File: src/hdl/siw_pkg.sv
package siw_pkg;

  // Number of axes the walker supports
  localparam int MAX_RANK = 4;

  // Field widths
  localparam int RANK_CFG_W = 3;
  localparam int LEN_W      = 8;
  localparam int CNT_W      = LEN_W;
  localparam int WORD_W     = 32;
  localparam int ASTR_W     = 24;
  localparam int CFG_IDX_W  = 3;
  localparam int CFG_DATA_W = 8;
  localparam int RANK_W     = $clog2(MAX_RANK + 1);

  // Stream payload widths
  localparam int S_TDATA_W = 8;
  localparam int M_TDATA_W = 2 * WORD_W + LEN_W + ASTR_W;

  // Configuration register indexes
  typedef enum logic [CFG_IDX_W-1:0] {
    CFG_ARRAY_RANK    = 3'd0,
    CFG_AXIS_LEN_0    = 3'd1,
    CFG_AXIS_LEN_1    = 3'd2,
    CFG_AXIS_LEN_2    = 3'd3,
    CFG_AXIS_LEN_3    = 3'd4,
    CFG_COLLAPSE_ON   = 3'd5,
    CFG_COLLAPSE_AXIS = 3'd6
  } cfg_idx_e;

  // Partial result handed from one axis cell to the next outer one
  typedef struct packed {
    logic [WORD_W-1:0] stride;    // stride of the axis that receives this
    logic [WORD_W-1:0] offset;    // offset summed over inner axes
    logic [WORD_W-1:0] wsize;     // walk size over inner axes
    logic [ASTR_W-1:0] astr;      // stride of the collapsed axis
    logic              last;      // all inner walked axes at final value
    logic              carry;     // odometer carry into this axis
    logic              restart;   // counters restart with this item
  } siw_bus_t;

  // Static per-axis control, derived from the configuration registers
  typedef struct packed {
    logic [LEN_W-1:0] len;
    logic             in_rank;
    logic             walked;
    logic             collapsed;
  } siw_cell_cfg_t;

endpackage

File: src/hdl/siw_cell.sv
module siw_cell import siw_pkg::*; (
  input  logic          clk_i,
  input  logic          rst_ni,
  input  siw_cell_cfg_t cfg_i,
  input  logic          in_valid_i,
  input  siw_bus_t      in_bus_i,
  input  logic          out_ready_i,
  output logic          out_valid_o,
  output siw_bus_t      out_bus_o
);

  logic [CNT_W-1:0]  cnt_q, cnt_d;
  logic [CNT_W-1:0]  cnt_eff;
  logic [CNT_W:0]    cnt_nxt;
  logic [WORD_W-1:0] stride;
  logic              valid_q;
  siw_bus_t          bus_q, bus_d;

  // One axis: offset term, size term, stride product and odometer digit
  always_comb begin
    cnt_eff = in_bus_i.restart ? '0 : cnt_q;
    cnt_nxt = {1'b0, cnt_eff} + {{CNT_W{1'b0}}, 1'b1};
    stride  = cfg_i.in_rank ? in_bus_i.stride : '0;
    bus_d   = in_bus_i;
    cnt_d   = cnt_eff;
    if (cfg_i.in_rank) begin
      bus_d.stride = WORD_W'(in_bus_i.stride * {{(WORD_W-LEN_W){1'b0}}, cfg_i.len});
    end
    if (cfg_i.collapsed) begin
      bus_d.astr = stride[ASTR_W-1:0];
    end
    if (cfg_i.walked) begin
      bus_d.offset = in_bus_i.offset +
                     WORD_W'({{(WORD_W-CNT_W){1'b0}}, cnt_eff} * stride);
      bus_d.wsize  = WORD_W'(in_bus_i.wsize * {{(WORD_W-LEN_W){1'b0}}, cfg_i.len});
      if (cnt_nxt < {1'b0, cfg_i.len}) begin
        bus_d.last = 1'b0;
      end
      if (in_bus_i.carry) begin
        if (cnt_nxt >= {1'b0, cfg_i.len}) begin
          cnt_d       = '0;
          bus_d.carry = 1'b1;
        end else begin
          cnt_d       = cnt_nxt[CNT_W-1:0];
          bus_d.carry = 1'b0;
        end
      end
    end
  end

  // Position counter and hand-off register
  always_ff @(posedge clk_i or negedge rst_ni) begin
    if (!rst_ni) begin
      cnt_q   <= '0;
      valid_q <= 1'b0;
    end else begin
      if (in_valid_i) begin
        cnt_q   <= cnt_d;
        valid_q <= 1'b1;
      end else if (out_ready_i) begin
        valid_q <= 1'b0;
      end
    end
  end

  always_ff @(posedge clk_i) begin
    if (in_valid_i) begin
      bus_q <= bus_d;
    end
  end

  assign out_valid_o = valid_q;
  assign out_bus_o   = bus_q;

endmodule

File: src/hdl/strided_index_walker.sv
// Row-major index walker over up to MAX_RANK axes.
// Configuration: plain write port (cfg_we_i, cfg_idx_i, cfg_wdata_i); the user
// must write it only while no item is in flight; the block does not enforce it.
// Index 0 rank, 1..4 axis lengths, 5 collapse enable, 6 collapse axis, 7 ignored.
// Input stream: one item per request, s_axis_tdata[0] = restart.
// Output stream: one result per request with the offset of the current
// position; m_axis_tlast flags the final position of the walk.
// Each axis is a cell in a chain from the innermost to the outermost axis;
// an item moves one cell per cycle, carrying the running stride, offset,
// walk size, last flag and odometer carry. Each cell holds its counter.
// A new item is accepted only once the previous one moves from the outermost
// cell into the output register; that move overlaps the entry of the next item.
// Reset: rank 0, all lengths 1, collapse off, all counters zero.
// A stalled receiver holds the result in the output register; one more item
// is accepted and walks the chain, then waits in the outermost cell until
// the output register frees. Further items wait at s_axis_tready.
module strided_index_walker import siw_pkg::*; (
  input  logic                  clk_i,
  input  logic                  rst_ni,
  input  logic                  cfg_we_i,
  input  logic [CFG_IDX_W-1:0]  cfg_idx_i,
  input  logic [CFG_DATA_W-1:0] cfg_wdata_i,
  input  logic                  s_axis_tvalid,
  output logic                  s_axis_tready,
  input  logic [S_TDATA_W-1:0]  s_axis_tdata,   // [0] restart, [7:1] zero
  output logic                  m_axis_tvalid,
  input  logic                  m_axis_tready,
  output logic [M_TDATA_W-1:0]  m_axis_tdata,   // [31:0] offset, [63:32] walk_size,
                                                // [71:64] axis_length, [95:72] axis_stride
  output logic                  m_axis_tlast,   // last
  output logic                  m_axis_tuser    // [0] axis_error
);

  logic [RANK_CFG_W-1:0] rank_q;
  logic [LEN_W-1:0]      axis_len_q [MAX_RANK];
  logic                  coll_on_q;
  logic [1:0]            coll_axis_q;

  logic [RANK_W-1:0]     eff_rank;
  logic                  coll;
  logic                  err;
  logic [LEN_W-1:0]      alen;
  siw_cell_cfg_t         cell_cfg [MAX_RANK];

  siw_bus_t              chain_bus   [MAX_RANK+1];
  logic [MAX_RANK:0]     chain_valid;
  logic [MAX_RANK-1:0]   chain_ready;

  logic                  busy_q;
  logic                  s_accept;
  logic                  take;
  logic                  out_valid_q;
  logic [M_TDATA_W-1:0]  out_data_q;
  logic                  out_last_q;
  logic                  out_err_q;

  // Configuration registers
  always_ff @(posedge clk_i or negedge rst_ni) begin
    if (!rst_ni) begin
      rank_q      <= '0;
      coll_on_q   <= 1'b0;
      coll_axis_q <= '0;
      for (int i = 0; i < MAX_RANK; i++) begin
        axis_len_q[i] <= LEN_W'(1);
      end
    end else if (cfg_we_i) begin
      case (cfg_idx_i)
        CFG_ARRAY_RANK:    rank_q      <= cfg_wdata_i[RANK_CFG_W-1:0];
        CFG_COLLAPSE_ON:   coll_on_q   <= cfg_wdata_i[0];
        CFG_COLLAPSE_AXIS: coll_axis_q <= cfg_wdata_i[1:0];
        CFG_AXIS_LEN_0, CFG_AXIS_LEN_1, CFG_AXIS_LEN_2, CFG_AXIS_LEN_3: begin
          // lengths for axes beyond MAX_RANK are dropped
          for (int i = 0; i < MAX_RANK; i++) begin
            if (int'(cfg_idx_i) - int'(CFG_AXIS_LEN_0) == i) begin
              axis_len_q[i] <= cfg_wdata_i[LEN_W-1:0];
            end
          end
        end
        default: ;
      endcase
    end
  end

  // Effective rank, collapse decode and per-cell control
  always_comb begin
    if (int'(rank_q) > MAX_RANK) begin
      eff_rank = RANK_W'(MAX_RANK);
    end else begin
      eff_rank = RANK_W'(rank_q);
    end
    coll = coll_on_q && (int'(coll_axis_q) < int'(eff_rank));
    err  = coll_on_q && !coll;
    alen = '0;
    for (int i = 0; i < MAX_RANK; i++) begin
      cell_cfg[i].len       = axis_len_q[i];
      cell_cfg[i].in_rank   = i < int'(eff_rank);
      cell_cfg[i].collapsed = coll && (int'(coll_axis_q) == i);
      cell_cfg[i].walked    = cell_cfg[i].in_rank && !cell_cfg[i].collapsed;
      if (cell_cfg[i].collapsed) begin
        alen = axis_len_q[i];
      end
    end
  end

  // Chain entry: seed values for the innermost axis
  assign take          = chain_valid[0] && (!out_valid_q || m_axis_tready);
  assign s_axis_tready = !busy_q || take;
  assign s_accept      = s_axis_tvalid && s_axis_tready;

  assign chain_valid[MAX_RANK]       = s_accept;
  assign chain_bus[MAX_RANK].stride  = WORD_W'(1);
  assign chain_bus[MAX_RANK].offset  = '0;
  assign chain_bus[MAX_RANK].wsize   = WORD_W'(1);
  assign chain_bus[MAX_RANK].astr    = '0;
  assign chain_bus[MAX_RANK].last    = 1'b1;
  assign chain_bus[MAX_RANK].carry   = 1'b1;
  assign chain_bus[MAX_RANK].restart = s_axis_tdata[0];

  // Axis cells, innermost at the highest index
  for (genvar g = 0; g < MAX_RANK; g++) begin : g_cell
    if (g == 0) begin : g_outer
      assign chain_ready[g] = take;
    end else begin : g_inner
      assign chain_ready[g] = 1'b1;
    end
    siw_cell u_cell (
      .clk_i       (clk_i),
      .rst_ni      (rst_ni),
      .cfg_i       (cell_cfg[g]),
      .in_valid_i  (chain_valid[g+1]),
      .in_bus_i    (chain_bus[g+1]),
      .out_ready_i (chain_ready[g]),
      .out_valid_o (chain_valid[g]),
      .out_bus_o   (chain_bus[g])
    );
  end

  // Busy flag and output register
  always_ff @(posedge clk_i or negedge rst_ni) begin
    if (!rst_ni) begin
      busy_q      <= 1'b0;
      out_valid_q <= 1'b0;
    end else begin
      if (s_accept) begin
        busy_q <= 1'b1;
      end else if (take) begin
        busy_q <= 1'b0;
      end
      if (take) begin
        out_valid_q <= 1'b1;
      end else if (m_axis_tready) begin
        out_valid_q <= 1'b0;
      end
    end
  end

  always_ff @(posedge clk_i) begin
    if (take) begin
      out_data_q <= {chain_bus[0].astr, alen, chain_bus[0].wsize, chain_bus[0].offset};
      out_last_q <= chain_bus[0].last;
      out_err_q  <= err;
    end
  end

  assign m_axis_tvalid = out_valid_q;
  assign m_axis_tdata  = out_data_q;
  assign m_axis_tlast  = out_last_q;
  assign m_axis_tuser  = out_err_q;

`ifndef SYNTHESIS
  // at most one item is inside the cell chain
  a_one_item: assert property (@(posedge clk_i) disable iff (!rst_ni)
    $onehot0(chain_valid[MAX_RANK-1:0]))
    else $error("more than one item in the axis chain");

  // an idle block has an empty chain
  a_idle_empty: assert property (@(posedge clk_i) disable iff (!rst_ni)
    !busy_q |-> chain_valid[MAX_RANK-1:0] == '0)
    else $error("chain holds an item while idle");

  // an accepted item enters the innermost cell
  a_enter: assert property (@(posedge clk_i) disable iff (!rst_ni)
    s_accept |=> chain_valid[MAX_RANK-1])
    else $error("accepted item did not enter the chain");

  // a finished item waits in the outer cell until the output frees
  a_hold: assert property (@(posedge clk_i) disable iff (!rst_ni)
    chain_valid[0] && !take |=> chain_valid[0] && busy_q)
    else $error("finished item lost before output");
`endif

endmodule
File: config.mk
export PLATFORM = sky130hd
export DESIGN_NAME = strided_index_walker
export DESIGN_NICKNAME = d
export VERILOG_FILES = /design/src/hdl/siw_pkg.sv /design/src/hdl/siw_cell.sv /design/src/hdl/strided_index_walker.sv
export SDC_FILE = /design/constraint.sdc
export NUM_CORES = 2
export LEC_CHECK = 0
export BUFFER_PORTS_ARGS = -buffer_cell sky130_fd_sc_hd__buf_2
export CAP_MARGIN = 20
export CORE_MARGIN = 10
export CORE_UTILIZATION = 40
export CTS_BUF_LIST = sky130_fd_sc_hd__clkbuf_8
export CTS_CLUSTER_DIAMETER = 150
export CTS_CLUSTER_SIZE = 12
export DETAILED_ROUTE_END_ITERATION = 7
export SLEW_MARGIN = 40
export SYNTH_ARGS = -nofsm -noshare
export SYNTH_HDL_FRONTEND = slang
export SYNTH_SLANG_ARGS = --single-unit
File: constraint.sdc
create_clock -name clk_i -period 11.62 [get_ports clk_i]
set_input_delay 1.162 -clock clk_i [delete_from_list [all_inputs] [get_ports clk_i]]
set_output_delay 1.162 -clock clk_i [all_outputs]
set_load 0.005 [all_outputs]
Word level (Yosys, flattened, before mapping)
Index checks and enable logic that the tools add are counted.
{ "totals": {"ff_bits": 632, "latch_bits": 0, "mem_bits_rw": 0, "rom_bits": 0, "out_inout_bits": 100, "memories": 0} }
{ "op_classes": {"add_sub_neg": 8, "multipliers": 9, "div": 0, "n_lt_le_gt_ge": 14, "n_eq_ne": 12, "shifts": 0, "muxes": 54, "n_bitwise": 0, "n_reduce_logical": 35} }
{ "ops": {"columns": ["cell", "count"], "rows": [
  ["$mux W64", 3],
  ["$mul A32 B8 Y32", 5],
  ["$mux W32", 5],
  ["$mux W8", 19],
  ["$mul A8 B32 Y32", 4],
  ["$add A32 B32 Y32", 3],
  ["$mux W24", 3],
  ["$add A8 B1 Y9 const B", 4],
  ["$ge A9 B8 Y1", 4],
  ["$lt A9 B8 Y1", 4],
  ["$logic_not A32 Y1", 1],
  ["$mux W1", 20],
  ["$logic_and A1 B1 Y1", 12],
  ["$reduce_and A3 Y1", 4],
  ["$eq A3 B3 Y1 const B", 3],
  ["$eq A4 B3 Y1 const B", 2],
  ["$logic_not A1 Y1", 7],
  ["$eq A3 B2 Y1 const B", 2],
  ["$lt A1 B3 Y1 const A", 2],
  ["$lt A2 B3 Y1 const A", 2],
  ["$mux W2", 3],
  ["$reduce_and A2 Y1", 3],
  ["$reduce_bool A2 Y1", 3],
  ["$eq A2 B2 Y1 const B", 2],
  ["other kinds (11)", 12]
]} }

Longest topological paths before layout
{ "logic_depth": {"word_depth": 9, "depth_mapped": 26} }

Hierarchy
A second synthesis with hierarchy kept.
{ "unflattened": {"cells_unflattened": 11937, "hier_area_um2": 111076.5} }
{ "modules_own_cells": {"columns": ["module", "n_inst", "cells_each", "area_each_um2", "seq_area_each_um2"], "rows": [
  ["siw_cell (g_cell[1].u_cell ...)", 2, 2931, 26521.7, 3918.8],
  ["siw_cell (g_cell[0].u_cell)", 1, 2944, 26571.7, 3918.8],
  ["siw_cell (g_cell[3].u_cell)", 1, 2885, 26491.7, 3918.8],
  ["strided_index_walker", 1, 246, 4969.8, 3948.8]
]} }

Least setup slack after synthesis
OpenSTA, ideal clock, no wires.
{ "synth_timing": {"path_kind": "register to register", "from": "register rank_q[2]", "to": "register g_cell[0].u_cell.bus_q, in the netlist g_cell[0].u_cell.out_bus_o[89] (data pin)", "arrival_time_ps": 5874, "required_ps": 11363, "slack_ps": 5489, "path_stages_with_launch": 24, "n_path_buf": 4, "cell_sequence": "dfrtp_1 -> clkbuf_1 -> or3_1 -> clkbuf_1 -> clkbuf_1 -> buf_1 -> nand3_1 -> fa_1 -> fa_1 -> inv_1 -> fa_1 -> inv_1 -> fa_1 -> inv_1 -> ha_1 -> or4_1 -> o2111ai_1 -> o211a_1 -> nor3_2 -> o21a_1 -> a2111oi_0 -> o31ai_1 -> xnor2_1 -> nor2_1"} }
{ "synth_via": {"elab_chain_cells": 8, "elab_cells_between_ends": 12} }
{ "synth_lines": {"columns": ["element", "line", "text"], "rows": [
  ["start, declared", "strided_index_walker.sv:34", "logic [RANK_CFG_W-1:0] rank_q;"],
  ["start signal, assigned", "strided_index_walker.sv:68", "CFG_ARRAY_RANK: rank_q <= cfg_wdata_i[RANK_CFG_W-1:0];"],
  ["$gt A3 B3 Y1", "strided_index_walker.sv:86", "if (int'(rank_q) > MAX_RANK) begin"],
  ["$mux W3 *", "strided_index_walker.sv:86", null],
  ["branches (longest 5 deep; another with $mul A8 B32 Y32)", null, null],
  ["$mux W64 *", "siw_cell.sv:32", "if (cfg_i.walked) begin"],
  ["end signal, assigned", "siw_cell.sv:68", "bus_q <= bus_d;"],
  ["end, declared", "siw_cell.sv:17", "siw_bus_t bus_q, bus_d;"]
]} }
Mark *: on every way between the ends.
A chain may end at the register's enable or synchronous reset.

Final worst setup path
Ends and elaborated chain as after synthesis.

==> parameters.txt <==
Parameter                              Value

Layout
  Fraction of layout cells with a size suffix above 1 ... 5.541%
  Area added between synthesis and finish ... 5.760%
  Final layout net count ... 6577

Yosys
  Yosys top cell area share ... 28.85%
  Top cells by count, synth ... sky130_fd_sc_hd__inv_1 (898), sky130_fd_sc_hd__nand2_1 (839), sky130_fd_sc_hd__fa_1 (752)
  Mapped Cells ... 5453
  Async SR Flop Fraction ... 16.49%
  Post-synth net total ... 6623
  Number of distinct library cell variants in the gate-level netlist after synthesis ... 81
  Top cell type by total area after synthesis ... sky130_fd_sc_hd__fa_1
  Mean post-synth cell area ... 9.568 um^2
  Commonest register cell after synthesis ... sky130_fd_sc_hd__edfxtp_1
  Number of synthesis warnings ... 0
  Netlist area before placement ... 0.05218 mm^2
  Ranking of synthesized cells by area ... sky130_fd_sc_hd__fa_1 (29%), sky130_fd_sc_hd__edfxtp_1 (22%), sky130_fd_sc_hd__ha_1 (9.4%)
  Portion of the post-synthesis area used by sequential elements ... 25.81%
  Yosys reg bits ... 461
  Number of flops mapped to enable cells by yosys ... 385
  Most frequent cell after synthesis ... sky130_fd_sc_hd__inv_1

Placed design
  Global placement routability congestion ... 0.8772
  Number of port buffers ... 116
  Dpl hpwl ... 102500 um

STA
  Final-layout worst hold slack ... 0.3693 ns
  Final min period ... 7.123 ns
  Unrepaired setup endpoints after global routing ... no
  Accumulated negative setup slack ... 0 ns
  Total of endpoints with negative setup slack in the final report ... 0
  Final worst path period share ... 61.30%
  Worst-case headroom to the max-slew limit ... 45.78%
  Final Skew ... 0.06674 ns
  Pins Over Slew Limit ... 0
  Maximum clock rate ... 0.1404 GHz
  Pin slew with the least headroom to its limit ... 0.8133 ns
  Count of endpoints failing hold in the final timing report ... 0

Outcome
  Result of the run ... finished clean

Worst setup path
  Cell count of the worst reg-to-reg path ... 20
  Arrival time of data at the critical path endpoint ... 7.59 ns
  Type of element capturing the critical path ... flop
  Critical path startpoint category ... flop
  CP max FO ... 57
  Type of the worst setup path ... reg -> reg
  Crit-path cells ... or3_4 > buf_4 > nand3_1 > fa_1 > fa_1 > inv_1 > fa_1 > inv_1 > fa_1 > inv_1 > ha_1 > or4_1 > o2111ai_1 > o211a_1 > nor3_2 > o21a_1 > a2111oi_0 > o31ai_1 > xnor2_1 > nor2_1
  Master of the slowest instance on the critical path ... sky130_fd_sc_hd__a2111oi_0
  Data required time of the critical path ... 12.09 ns
  Family of cells with the greatest summed delay on the critical path ... adder cells
  Startpoint of the worst-slack reg-to-reg timing path ... rank_q[2]$_DFFE_PN0P_
  Stages on the worst setup path ... 20
  Minimum setup slack among reg-to-reg paths ... 4.50 ns
  Delay of the slowest cell on the worst path ... 0.67 ns
  Cell with the most instances on the worst path ... sky130_fd_sc_hd__fa_1
  Capturing point of the worst reg2reg path ... g_cell[0].u_cell.out_bus_o[89]$_SDFFCE_PN0P_
  CP bufs+invs ... 4

Global routing
  Maximum number of pins on one net before global-route repair ... 69
  Total grt overflow ... 0
  Number of antenna violations at the first check in global routing ... 14
  Via count of the first global-routing pass ... 38560
  Total routing usage reported by global routing ... 18.25%
  Global-route wire length before repair ... 213600 um

Drt
  Per-cell via count in the routed design ... 5.123
  Via total after detailed routing ... 36762
  Top sig layer ... met5
  Routed metal-1 wire length ... 58890 um
  Post-DR wirelength/cell ... 18.38 um
  Count of nets left with antenna violations after detail routing ... 0
  Total length of routed met2 wires ... 61530 um
  Remaining design rule violation count ... 0
  Total detailed-routing wirelength ... 131900 um
  Initial DRT Pass Iterations ... 5
  Met3 routed WL ... 7849 um
  DRC marker count from the first detailed-route iteration ... 2575

Clock tree
  Number of clock sinks ... 461
  Resized Gates After CTS ... 0
  Number of buffers on the longest clock path ... 3
  Insertion delay of the later-clocked pin in the worst-skew pair ... 0.76 ns
  Clk pin slew, worst setup/hold paths ... 0.09 ns
  Hold-fix buffers, CTS ... 0
  H-tree depth reported by CTS ... 2
  Clock tree root driver cell ... sky130_fd_sc_hd__clkbuf_8
  Post-CTS setup-driven buffer insertion count ... 0
  CTS Buf Count ... 45
  CTS tree ... done

Floorplanning
  DIE AREA ... 0.1453 mm^2
  Core area ... 0.1295 mm^2
  Row cnt ... 132
  Top-level port count ... 124
  Height of the chip ... 381.2 um
  Starting density of the core ... 40.29%
  Floorplan die width ... 381.2 um

Run
  Max-cap viol count ... 0

Hold path
  Type of the worst min-delay path ... in -> async
-- layout by cell type (no fill, tap or decap), types with 62 or more instances in the layout --
| cell type | Yosys | layout |
|---|---|---|
| sky130_fd_sc_hd__buf_2 | 9 | 115 |
| sky130_fd_sc_hd__xor2_1 | 72 | 72 |
| sky130_fd_sc_hd__fa_1 | 752 | 752 |
| sky130_fd_sc_hd__and2_1 | 312 | 311 |
| sky130_fd_sc_hd__ha_1 | 394 | 394 |
| sky130_fd_sc_hd__nand3_1 | 131 | 131 |
| sky130_fd_sc_hd__o21ai_0 | 202 | 202 |
| sky130_fd_sc_hd__nor2_1 | 382 | 380 |
| sky130_fd_sc_hd__nand2_1 | 839 | 836 |
| sky130_fd_sc_hd__dfrtp_1 | 72 | 67 |
| sky130_fd_sc_hd__a21oi_1 | 133 | 130 |
| sky130_fd_sc_hd__a21o_1 | 62 | 62 |
| sky130_fd_sc_hd__inv_1 | 898 | 917 |
| sky130_fd_sc_hd__edfxtp_1 | 385 | 385 |
| sky130_fd_sc_hd__xnor2_1 | 84 | 84 |
-- worst max-delay path by stage --
stage / start / endpoint / slack (ns)
floorplan: rank_q[2]$_DFFE_PN0P_ / g_cell[0].u_cell.out_bus_o[89]$_SDFFCE_PN0P_ / 5.49
CTS: rank_q[2]$_DFFE_PN0P_ / g_cell[0].u_cell.out_bus_o[89]$_SDFFCE_PN0P_ / 4.54
detailed placement: rank_q[2]$_DFFE_PN0P_ / g_cell[0].u_cell.out_bus_o[89]$_SDFFCE_PN0P_ / 4.50
global placement: rank_q[2]$_DFFE_PN0P_ / g_cell[0].u_cell.out_bus_o[89]$_SDFFCE_PN0P_ / 4.56
finish: rank_q[2]$_DFFE_PN0P_ / g_cell[0].u_cell.out_bus_o[89]$_SDFFCE_PN0P_ / 4.50
global route: rank_q[2]$_DFFE_PN0P_ / g_cell[0].u_cell.out_bus_o[89]$_SDFFCE_PN0P_ / 4.07
-- sequential cells by signal, summed over array words and instances (netlist names) --
register,count
g_cell.u_cell.out_bus_o,287
m_axis_tdata,96
axis_len_q,32
g_cell.u_cell.cnt_q,32
g_cell.u_cell.out_valid_o,4
rank_q,3
coll_axis_q,2
busy_q,1
coll_on_q,1
m_axis_tlast,1
m_axis_tuser,1
m_axis_tvalid,1
-- stage by stage --
| stage | setup slack [ns] | cell area [um^2] | utilization, % | instances |
|---|---|---|---|---|
| floorplan | 5.489 | 52180 | - | 5453 |
| global placement | 4.558 | 54310 | 41.95 | 7100 |
| detailed placement | 4.502 | 54360 | 41.98 | 7101 |
| CTS | 4.543 | 55140 | 42.59 | 7173 |
| global route | 4.069 | 55180 | 42.61 | 7175 |
| finish | 4.497 | 55180 | 42.62 | 7176 |
-- layer usage --
layer | track usage (%) | vias to the layer above
met4 | 4.843 | 2
met2 | 30.31 | 1012
met5 | 0 | -
met3 | 2.522 | 200
li1 | - | 17105
met1 | 24.93 | 18443
-- layout make-up --
type,instances,area [um^2]
sequential,461,13480
tap,1742,2180
clock inverter,26,147.6
multi-input combinational,3837,34400
antenna,2,5.005
timing repair buffer,160,947.2
clock buffer,46,633.1
fill,12692,74300
inverter,902,3386
-- cells by family (layout without fill, tap and decap cells) --
logic type	after synthesis	after routing	synth area share, %
AOI/OAI and AO/OA	602	602	7.245
xor gates and xnor gates	156	156	2.619
adders and majority gates	1146	1146	38.30
buffers and inverters	1155	1134	8.400
DFF	461	461	25.81
muxes	45	45	1.137
other	0	2	0
and+or+nand+nor	1888	1888	16.48
Power is left out: the tool's default activity adds up to more than one toggle a clock period on the data nets, which glitch-free logic cannot reach.
